--- src/sv/fcpt_ram.sv ---
// Generic simple dual-port RAM with registered read and read enable.
module fcpt_ram #(
    parameter int WIDTH = 8,
    parameter int DEPTH = 16
) (
    input  logic                                      i_clk,
    input  logic                                      i_we,
    input  logic [((DEPTH > 1) ? $clog2(DEPTH) : 1)-1:0] i_waddr,
    input  logic [WIDTH-1:0]                          i_wdata,
    input  logic                                      i_re,
    input  logic [((DEPTH > 1) ? $clog2(DEPTH) : 1)-1:0] i_raddr,
    output logic [WIDTH-1:0]                          o_rdata
);

    logic [WIDTH-1:0] r_mem [DEPTH];

    // Write port, and read port that holds its data while not enabled
    always_ff @(posedge i_clk) begin
        if (i_we) begin
            r_mem[i_waddr] <= i_wdata;
        end
        if (i_re) begin
            o_rdata <= r_mem[i_raddr];
        end
    end

endmodule

--- config.mk ---
export PLATFORM = sky130hd
export DESIGN_NAME = fcpt_ram
export DESIGN_NICKNAME = d
export VERILOG_FILES = /design/src/sv/fcpt_ram.sv
export SDC_FILE = /design/constraint.sdc
export NUM_CORES = 1
export LEC_CHECK = 0
export ABC_CLOCK_PERIOD_IN_PS = 4400
export BUFFER_PORTS_ARGS = -buffer_cell sky130_fd_sc_hd__buf_2
export CAP_MARGIN = 40
export CORE_MARGIN = 2
export CORE_UTILIZATION = 65
export CTS_BUF_LIST = sky130_fd_sc_hd__clkbuf_8
export CTS_CLUSTER_SIZE = 25
export DETAILED_ROUTE_END_ITERATION = 10
export PLACE_DENSITY_LB_ADDON = 0.2
export RECOVER_POWER = 100
export SYNTH_ARGS = -nofsm -noshare
export SYNTH_HDL_FRONTEND = slang
export SYNTH_SLANG_ARGS = --single-unit
--- constraint.sdc ---
create_clock -name i_clk -period 4.4 [get_ports i_clk]
set_input_delay 0.44 -clock i_clk [delete_from_list [all_inputs] [get_ports i_clk]]
set_output_delay 0.44 -clock i_clk [all_outputs]
set_load 0.05 [all_outputs]
Yosys cells after proc, flatten, opt, wreduce, memory -nomap -nowiden

Memories as Yosys holds them, arrays and structs flattened. A register that Yosys moved wholly into a read port is not among the register bits.
Index checks and enable logic that the tools add are counted.

Multiplexer cells: 2

Operator list:

| kind   | count |
|---|---|
| $mux 1 | 2 |

Bits in registers: 0
RAM bits: 128
Input bits: 19
Word-level logic and storage cells: 3
Memories kept: 1

Memories:

| memory | depth | bits a word | rd ports | clocked after memory_dff | write ports | RTL line | source |
|---|---|---|---|---|---|---|---|
| r_mem  | 16    | 8           | 1        | 1                        | 1           | 15       | `logic [WIDTH-1:0] r_mem [DEPTH];` |

Depth between registers and ports, before layout

Depth in word-level cells: 2
Mapped depth: 5

Least setup slack after synthesis

No wires, ideal clock.

Kind: in2reg
Start point: input i_waddr[2] (netlist bit)
End point: memory r_mem[0][0] (enable)
Library setup time: 383 ps
Arrival time: 1550 ps
Required time: 4017 ps
Path slack: 2467 ps
Cell stages on the path: 2
Buffers on the path: 0
Cells stage by stage: or3b_2 > nor3_1

RTL lines:

| element         | RTL line | source |
|---|---|---|
| start, declared | 8        | `input logic [((DEPTH > 1) ? $clog2(DEPTH) : 1)-1:0] i_waddr,` |
| end, declared   | 15       |  |

No word-level cell before the write port.

==> results.txt <==
Die span in x -> 93.7 um
CP Class -> input pin to register
Sequential share of power -> 0.543
Post-place setup slack -> 2.04 ns
Yosys synthesis warning count -> 0
Routed WL -> 10.3 mm
PnR Total Power -> 0.00270 W
RSZ-0062 raised after global routing -> false
Largest net degree at the start of global routing -> 33
CTS max path bufs -> 2
H-Tree Depth -> 4
DRT iter0 DRCs -> 264
Syn avg cell area -> 22.8 um2
Clock power frac -> 0.403
DP Wirelength -> 6.59 mm
# setup viols final -> 0
Slew Viols, Final -> 0
Logic pwr share -> 0.054
# hold bufs at CTS -> 0
Rows -> 32
Flops & latches, synth -> 136
Vias -> 2592
Hold Vio Cnt, Final -> 0
Final Cell Area -> 0.00589 mm2
PD cells -> 459 mW/mm2
Ratio of cells with drive above 1 in the final layout -> 0.188
P_sw -> 0.000574 W
I/O pin cnt -> 27
WL/cell -> 26.0 um
Post-CTS sizing -> 0
Startpoint Class -> input pin
Critical Path RT -> 4.57 ns
Placement Cell Area -> 0.00556 mm2
Leak -> 1.89 nW
Max Fclk -> 416 MHz
Sw frac -> 0.212
Gr usage total -> 0.263
Residual DRC -> 0
Post-CTS Setup Inserts -> 0
Placer Congestion -> 0.777
Mapped Area -> 0.00523 mm2
Max-cap violations -> 0
Final Critical Period -> 2.41 ns
Worst clock skew -> 0.0101 ns
Die Area -> 0.00878 mm2
Setup_tns -> 0 ns
Die H -> 93.7 um
Post-DR vias/cell -> 6.56
Initial antenna violation count -> 0
Reg clk slew, reported paths -> 0.07 ns
Seq. cell area -> 0.00408 mm2
Worst skew pair latency -> 0.43 ns
Remaining Overflow, GRT -> 0
IO Port Bufs -> 26
CTS Buf Count -> 17
Critical path capture point type -> register
Final period utilization -> 0.547
# nets final -> 299
Clock sinks -> 136
Critical path arrival -> 2.58 ns
CTS Root Cell -> clkbuf_8
Synth cell types -> 18
First-pass GRT wire length -> 15.4 mm
Final WS setup -> 1.99 ns
Status -> finished clean
Layout fillers -> 450
Core ar. -> 0.00777 mm2
Worst slew margin -> 0.0934
Gate Count Post-Synth -> 229
Layout area overhead -> 12.7%
Pre-antenna DRT Iters -> 5
Vias in the first global route -> 2604
Initial Util -> 0.673
Antenna diode count -> 0
Crit path max fanout -> 17
Peak VDD IR -> 336 uV
Post-synthesis sequential area ratio -> 0.781
Hold Path Class -> input pin to register
Internal power -> 0.00213 W
CTS tree -> done
Multi-input logic area -> 0.00106 mm2
Detail Route Antenna Nets -> 0
Post-synth net total -> 248
Worst-Margin Slew -> 1.36 ns
## critical path: stages
cell and delay, ns:
clkbuf_1 0.97, buf_16 0.26, mux4_1 0.56, a22oi_1 0.25
nand2_1 0.09
## synthesized netlist by cell type (all sizes together)
cell | n | area, um2
edfxtp | 136 | 4080
mux4 | 32 | 773
a22oi | 16 | 120
nor2 | 13 | 48.8
nand2 | 9 | 33.8
buf | 7 | 56.3
nor3 | 4 | 20.0
clkdlybuf4s25 | 3 | 30.0
nand2b | 2 | 12.5
nand3b | 2 | 15.0
and2 | 1 | 6.26
and2b | 1 | 7.51
nand3 | 1 | 5.00
nor2b | 1 | 6.26
or3b | 1 | 8.76
## metrics by stage
| step | utilization | std cells | hold slack [ns] |
|---|---|---|---|
| 6_report | 0.758 | 395 | 0.523 |
| 5_1_grt | 0.758 | 395 | 0.542 |
| 4_1_cts | 0.772 | 395 | 0.371 |
| 3_5_place_dp | 0.716 | 363 | 0.727 |
| 3_3_place_gp | 0.698 | 348 | 0.734 |
| 2_1_floorplan | - | 229 | 0.539 |
## per-layer routing
layer	up-vias	GRT usage	routed length, um
met5	-	0	0
met4	0	0.0894	219
li1	1084	-	-
met3	22	0.0666	929
met2	167	0.398	4900
met1	1319	0.387	4210
## power by group through the flow
stage / clock [W] / combinational, W / sequential, W
3_3_place_gp: 0 / 0.000142 / 0.00149
6_report: 0.00109 / 0.000146 / 0.00147
4_1_cts: 0.00110 / 0.000154 / 0.00147
5_1_grt: 0.00115 / 0.000157 / 0.00147
3_5_place_dp: 0 / 0.000152 / 0.00150
2_1_floorplan: 0 / 0.0000737 / 0.00151
## logic make-up after synthesis
kind of cell,count (synthesis),synth area share
compound gates,16,0.0230
flops,136,0.781
buf+inv,10,0.0165
simple gates,35,0.0314
mux,32,0.148
## registers in the layout (all words and copies together) (netlist names)
| name | flops |
|---|---|
| r_mem | 128 |
| o_rdata | 8 |
## cell usage in the layout, fill, tap and decap left out, drive strengths merged, types with 2 or more instances in the layout
cell type,count
nand2b,2
edfxtp,136
a22oi,16
nor2,13
nor3,4
mux4,32
inv,4
clkinv,4
nand2,9
nand3b,2
clkinvlp,3
buf,6
clkbuf,53
bufinv,4
## worst paths after layout
check / endpoint / cells after the start / slack, ns / start
max: o_rdata[5]$_DFFE_PP_ / 5 / 1.99 / i_raddr[0]
min: r_mem[7][4]$_DFFE_PP_ / 1 / 0.52 / i_wdata[4]
min reg2reg: o_rdata[4]$_DFFE_PP_ / 3 / 0.77 / r_mem[11][4]$_DFFE_PP_
max reg2reg: o_rdata[2]$_DFFE_PP_ / 3 / 2.90 / r_mem[9][2]$_DFFE_PP_
## final cells by class
class | count | share of cell area
Timing Repair Buffer | 42 | 0.0319
Multi-Input combinational cell | 83 | 0.180
Tap cell | 102 | 0.0217
Clock inverter | 15 | 0.0338
Sequential cell | 136 | 0.693
Clock buffer | 17 | 0.0397
(Power assumes the default switching activity.)
