--- src/sv/fcpt_pkg.sv ---
// Shared constants, types and codes of the four-channel periodic timer.
package fcpt_pkg;

    // Block dimensions
    localparam int CHANNELS     = 4;
    localparam int REGION_BYTES = 4096;
    localparam int ROWS         = REGION_BYTES / 4;
    localparam int ROW_W        = $clog2(ROWS);
    localparam int CH_W         = (CHANNELS > 1) ? $clog2(CHANNELS) : 1;

    // Stream payload widths
    localparam int IN_W  = 112;
    localparam int OUT_W = 40;

    // Register map
    localparam logic [11:0] CH_BASE    = 12'h020;
    localparam logic [11:0] CH_END     = 12'(32'h20 + 32'h10 * CHANNELS);
    localparam logic [11:0] OFF_MCR    = 12'h008;
    localparam logic [11:0] OFF_MSR    = 12'h00C;
    localparam logic [11:0] OFF_MIER   = 12'h010;
    localparam logic [11:0] OFF_SETTEN = 12'h014;
    localparam logic [11:0] OFF_CLRTEN = 12'h018;
    localparam logic [3:0]  CO_RELOAD  = 4'h0;
    localparam logic [3:0]  CO_COUNT   = 4'h4;
    localparam logic [3:0]  CO_CTRL    = 4'h8;

    // Control word bits
    localparam int EN_BIT    = 0;
    localparam int CHAIN_BIT = 1;

    typedef enum logic [1:0] {
        OP_RD   = 2'd0,
        OP_WR   = 2'd1,
        OP_TICK = 2'd2,
        OP_NOP  = 2'd3
    } t_op;

    // What an accepted item does
    typedef enum logic [3:0] {
        K_NONE,
        K_STRD,
        K_STWR,
        K_CHRD,
        K_CHRL,
        K_CHCT,
        K_MSRCLR,
        K_SETEN,
        K_CLREN,
        K_TICK
    } t_kind;

    // One channel memory entry
    typedef struct packed {
        logic [31:0] control;
        logic [31:0] count;
        logic [31:0] reload;
    } t_chan;

    // Backing store request; read and write never share a cycle
    typedef struct packed {
        logic        rd;
        logic        wr;
        logic [11:0] off;
        logic [2:0]  size;
        logic [31:0] wdata;
    } t_st_req;

endpackage

--- src/sv/fcpt_chan_upd.sv ---
// Read-modify-write update of one channel entry.
module fcpt_chan_upd (
    input  fcpt_pkg::t_kind i_kind,
    input  fcpt_pkg::t_chan i_ch,
    input  logic [31:0]     i_data,
    input  logic [31:0]     i_step,
    input  logic            i_sel,
    output fcpt_pkg::t_chan o_ch,
    output logic            o_flag
);

    always_comb begin
        o_ch   = i_ch;
        o_flag = 1'b0;
        unique case (i_kind)
            // Reload write also loads a stopped channel's count
            fcpt_pkg::K_CHRL: begin
                o_ch.reload = i_data;
                if (!i_ch.control[fcpt_pkg::EN_BIT]) begin
                    o_ch.count = i_data;
                end
            end
            fcpt_pkg::K_CHCT: begin
                o_ch.control = i_data;
                if (i_data[fcpt_pkg::EN_BIT] && i_ch.count == 32'h0) begin
                    o_ch.count = i_ch.reload;
                end
            end
            fcpt_pkg::K_SETEN: begin
                if (i_sel) begin
                    o_ch.control[fcpt_pkg::EN_BIT] = 1'b1;
                    if (i_ch.count == 32'h0) begin
                        o_ch.count = i_ch.reload;
                    end
                end
            end
            fcpt_pkg::K_CLREN: begin
                if (i_sel) begin
                    o_ch.control[fcpt_pkg::EN_BIT] = 1'b0;
                end
            end
            // Count an enabled, unchained channel down, or reload and flag it on expiry
            fcpt_pkg::K_TICK: begin
                if (i_ch.control[fcpt_pkg::EN_BIT] && !i_ch.control[fcpt_pkg::CHAIN_BIT]) begin
                    if (i_ch.count > i_step) begin
                        o_ch.count = i_ch.count - i_step;
                    end else begin
                        o_ch.count = i_ch.reload;
                        o_flag     = 1'b1;
                    end
                end
            end
            default: begin
                o_ch = i_ch;
            end
        endcase
    end

endmodule

--- config.mk ---
export PLATFORM = sky130hd
export DESIGN_NAME = fcpt_chan_upd
export DESIGN_NICKNAME = d
export VERILOG_FILES = /design/src/sv/fcpt_pkg.sv /design/src/sv/fcpt_chan_upd.sv
export SDC_FILE = /design/constraint.sdc
export NUM_CORES = 1
export LEC_CHECK = 0
export ABC_CLOCK_PERIOD_IN_PS = 2700
export BUFFER_PORTS_ARGS = -buffer_cell sky130_fd_sc_hd__buf_4
export CORE_MARGIN = 1
export CORE_UTILIZATION = 43
export DETAILED_ROUTE_END_ITERATION = 7
export PLACE_DENSITY = 0.81
export REMOVE_ABC_BUFFERS = 1
export SYNTH_ARGS = -nofsm -noshare
export SYNTH_HDL_FRONTEND = slang
export SYNTH_SLANG_ARGS = --single-unit
--- constraint.sdc ---
create_clock -name vclk -period 2.7
set_clock_uncertainty 0.2 [all_clocks]
set_input_delay 0.27 -clock vclk [all_inputs]
set_output_delay 0.27 -clock vclk [all_outputs]
set_load 0.1 [all_outputs]
After elaboration in Yosys (flattened, before gate mapping)
Index checks and enable logic that the tools add are counted.
{"block": "op_classes", "addsub": 1, "magnitude_cmp": 1, "eq_ne": 5, "muxes": 14, "reduce_logical": 4}
{"op": "32-bit 2-to-1 mux", "count": 6}
{"op": "32-bit one-hot mux with 4 select lines", "count": 1}
{"op": "33-bit 2-to-1 mux", "count": 1}
{"op": "32-bit greater-than comparator", "count": 1}
{"op": "32-bit logical NOT", "count": 1}
{"op": "32-bit subtractor", "count": 1}
{"op": "31-bit 2-to-1 mux", "count": 1}
{"op": "4-bit by 3-bit == test with 1-bit output (second input constant)", "count": 3}
{"op": "4-bit == test (second input constant)", "count": 2}
{"op": "1-bit 2-to-1 mux", "count": 4}
{"op": "1-bit one-hot mux with 3 select lines", "count": 1}
{"op": "1-bit logical AND", "count": 2}
{"op": "1-bit logical NOT", "count": 1}
{"block": "totals", "register_bits": 0}

Logic depth before layout (Yosys ltp)
{"block": "logic_depth", "word_depth": 4, "mapped_depth": 15}

Worst setup path after synthesis
OpenSTA, ideal clock, no wires.
{"block": "synth_timing", "path_type": "input port to output port", "from": "input i_ch[32] (netlist name)", "to": "output o_ch[48] (netlist name)", "arrival_time_ps": 4362, "slack_ps": -2132, "path_stages": 15, "n_path_buf": 2, "cell_sequence": "inv_1 -> ha_1 -> inv_1 -> fa_1 -> a211oi_1 -> o21ai_1 -> o2111ai_1 -> a21o_1 -> nand2_1 -> o31a_4 -> buf_12 -> buf_4 -> nand2_1 -> o21ai_0 -> o21ai_0"}
{"element": "start, declared", "line": "fcpt_chan_upd.sv:4", "rtl": "input fcpt_pkg::t_chan i_ch,"}
{"element": "end, declared", "line": "fcpt_chan_upd.sv:8", "rtl": "output fcpt_pkg::t_chan o_ch,"}

==> results.py <==
metrics = {
    "run_status": {
        "status": "finished with violations",
        "violations": "negative setup slack",
    },
    "worst_setup_path": {
        "cpLargestDelayFamily": "compound AO/OA/AOI/OAI gates",
        "critical_path_peak_fanout": 6,
        "max_stage_delay_ns": 0.49,
        "critPathLaunch": "i_ch[32]",
        "end_kind": "output port",
        "crit_slowest_cell": "or4_1",
        "crit_chain": "buf_8, inv_6, ha_4, inv_2, fa_2, a211oi_2, o21ai_2, o2111ai_2, a21o_1, nand2_2, o31a_4, or4_1, o211ai_1, a41oi_2, buf_6",
        "path_buf_inv": 4,
        "crit_arrival_ns": 2.93,
        "required_ns": 2.23,
        "path_class": "input port to output port",
        "cp-start-kind": "input port",
        "path_depth": 15,
    },
    "power_and_ir_drop": {
        "vdd_drop_max_v": 0.0003218,
        "powerDensity_nw_per_um2": 317.8,
        "p_leak_nw": 4.521,
    },
    "route": {
        "routed_via_density": 5.989,
        "first_pass_iters": 6,
        "dr.first_iter.drc_count": 901,
        "drc": 0,
        "wl_per_cell_um": 18.70,
        "ant_nets": 0,
        "wirelength_mm": 24.89,
        "vias": 7972,
    },
    "placed_design": {
        "gp_congestion": 0.9959,
        "pre_cts_slack_ns": -0.9442,
        "io_buffers": 262,
        "placed_area_um2": 7949,
        "hpwl_mm": 18.19,
        "dpl.cell_count": 1314,
    },
    "timing": {
        "setup_viol": 33,
        "slew_viol_final": 0,
        "rsz0062_at_grt": "true",
        "worst_slew_pin_slew_ns": 0.6504,
        "layout_min_cycle_time_ns": 3.401,
        "setup_slack_ns": -0.7010,
        "hold_viol": 0,
        "fin_crit_sh_pct": 126.0,
        "fmaxAchievable_mhz": 294.0,
        "setup-tns-final_ns": -19.32,
        "maxSlewHeadroom_pct": 56.54,
    },
    "logic_synthesis": {
        "synth_top_area_share_pct": 18.71,
        "synth_top_area_cell": "nand2_1",
        "synth_warnings": 0,
        "syn_area_um2": 4634,
        "ys_types": 68,
        "netlist_instances": 786,
        "syn_avg_cell_area_um2": 5.896,
        "synthTopCellsByArea": "nand2_1, a21oi_1, ha_1",
        "synth_seq_area_share_pct": 0,
    },
    "floorplan": {
        "coreArea_um2": 10370,
        "die_w_um": 105.8,
        "dieArea_um2": 11200,
        "dieHeight_um": 105.8,
        "rows": 37,
        "start_util_pct": 44.69,
        "ios": 262,
    },
    "global_route": {
        "grt_overflow_total": 0,
        "grt_max_degree": 38,
        "met1_usage_pct": 47.78,
        "gr-usage-met2_pct": 73.16,
        "grt_use_met3_pct": 5.380,
        "busiest_layer": "met2",
        "grt_pass1_vias": 7659,
        "gr-usage-all-layers_pct": 40.46,
        "antenna_found_initial": 0,
        "grt_pass1_wl_mm": 36.84,
    },
    "final_layout": {
        "seqCellArea_um2": 0,
        "antenna_cells": 0,
        "num-nets-final": 1395,
        "fin_area_um2": 8780,
        "drive_above_1_share_pct": 46.69,
        "seq_cell_count": 0,
        "final_cells": 1331,
        "clockBufferCount": 0,
        "area_growth_syn_to_layout_pct": 89.44,
        "fill_cells": 701,
    },
    "worst_hold_path": {
        "min_path_cells": 4,
        "hold_path.class": "input port to output port",
        "hold_start": "i_ch[74]",
    },
    "clock_tree": {
        "hold_buffers": 0,
    },
    "job": {
        "cap_violations": 0,
    },
}
==> final cells by class <==
class                           count  area [µm²]  area share, %
Tap cell                          136       170.2          1.938
Timing Repair Buffer              457        3757          42.80
Inverter                           44       170.2          1.938
Multi-Input combinational cell    694        4682          53.33
==> final timing paths <==
| path | to | slack [ns] |
|---|---|---|
| hold / removal | o_ch[74] | 0.76 |
| setup / recovery | o_ch[63] | -0.70 |
==> timing repair <==
item,4_1_cts,5_1_grt
cloned,2,0
buffers inserted,9,7
pin swaps,27,23
resized for setup,108,51
setup endpoints to repair,33,33
==> cell families (layout without fill, tap and decap cells) <==
family / Yosys count / after routing / synth area share, %
AOI/OAI and AO/OA: 247 / 248 / 34.61
muxes: 34 / 34 / 8.126
and+or+nand+nor: 350 / 350 / 33.29
xor gates and xnor gates: 29 / 29 / 5.480
buffers and inverters: 93 / 501 / 9.422
adders and majority gates: 33 / 33 / 9.071
==> tightest hold or removal path: stages <==
cell and delay, ns:
buf_4 0.11, nand2_1 0.04, nand2_1 0.04, buf_4 0.22
==> synthesized netlist by cell type, types with 8 or more instances <==
| cell type | instances |
|---|---|
| a31oi_1 | 15 |
| clkbuf_1 | 23 |
| nand3_1 | 12 |
| a21oi_1 | 84 |
| inv_1 | 43 |
| a21o_1 | 18 |
| nand2_1 | 231 |
| nand4_1 | 9 |
| nor3_1 | 13 |
| a221o_1 | 15 |
| a222oi_1 | 8 |
| mux2i_1 | 23 |
| o21ai_1 | 15 |
| xor2_1 | 12 |
| xnor2_1 | 17 |
| ha_1 | 32 |
| o21ai_0 | 42 |
| nor2_1 | 40 |
| buf_2 | 10 |
==> stage by stage <==
stage | util, % | hold slack [ns] | power [mW]
detailed placement | 76.65 | 0.7574 | 2.461
global route | 84.66 | 0.7682 | 2.904
global placement | 76.65 | 0.7540 | 2.441
floorplan | - | 0.7809 | 1.572
CTS | 82.06 | 0.7574 | 2.638
finish | 84.66 | 0.7578 | 2.790
==> where the power goes <==
group | total [mW] | internal, mW | switching (mW)
Combinational | 2.79 | 1.04 | 1.75
Sequential | 0 | 0 | 0
Clock | 0 | 0 | 0
==> per-layer routing <==
layer	up-vias	routed length (µm)
met5	-	0
met1	3606	9044
met2	589	11970
met4	0	1221
li1	3648	-
met3	129	2660
==> cell usage in the layout, fill, tap and decap left out, drive strengths merged, types with 6 or more instances in the layout <==
| master | n |
|---|---|
| a211oi | 6 |
| a21o | 18 |
| a21oi | 85 |
| a221o | 15 |
| a222oi | 8 |
| a31oi | 15 |
| buf | 457 |
| ha | 32 |
| inv | 44 |
| mux2 | 11 |
| mux2i | 23 |
| nand2 | 231 |
| nand3 | 13 |
| nand4 | 10 |
| nor2 | 42 |
| nor3 | 17 |
| nor4 | 9 |
| o21ai | 57 |
| xnor2 | 17 |
| xor2 | 12 |
(Power assumes the default switching activity.)
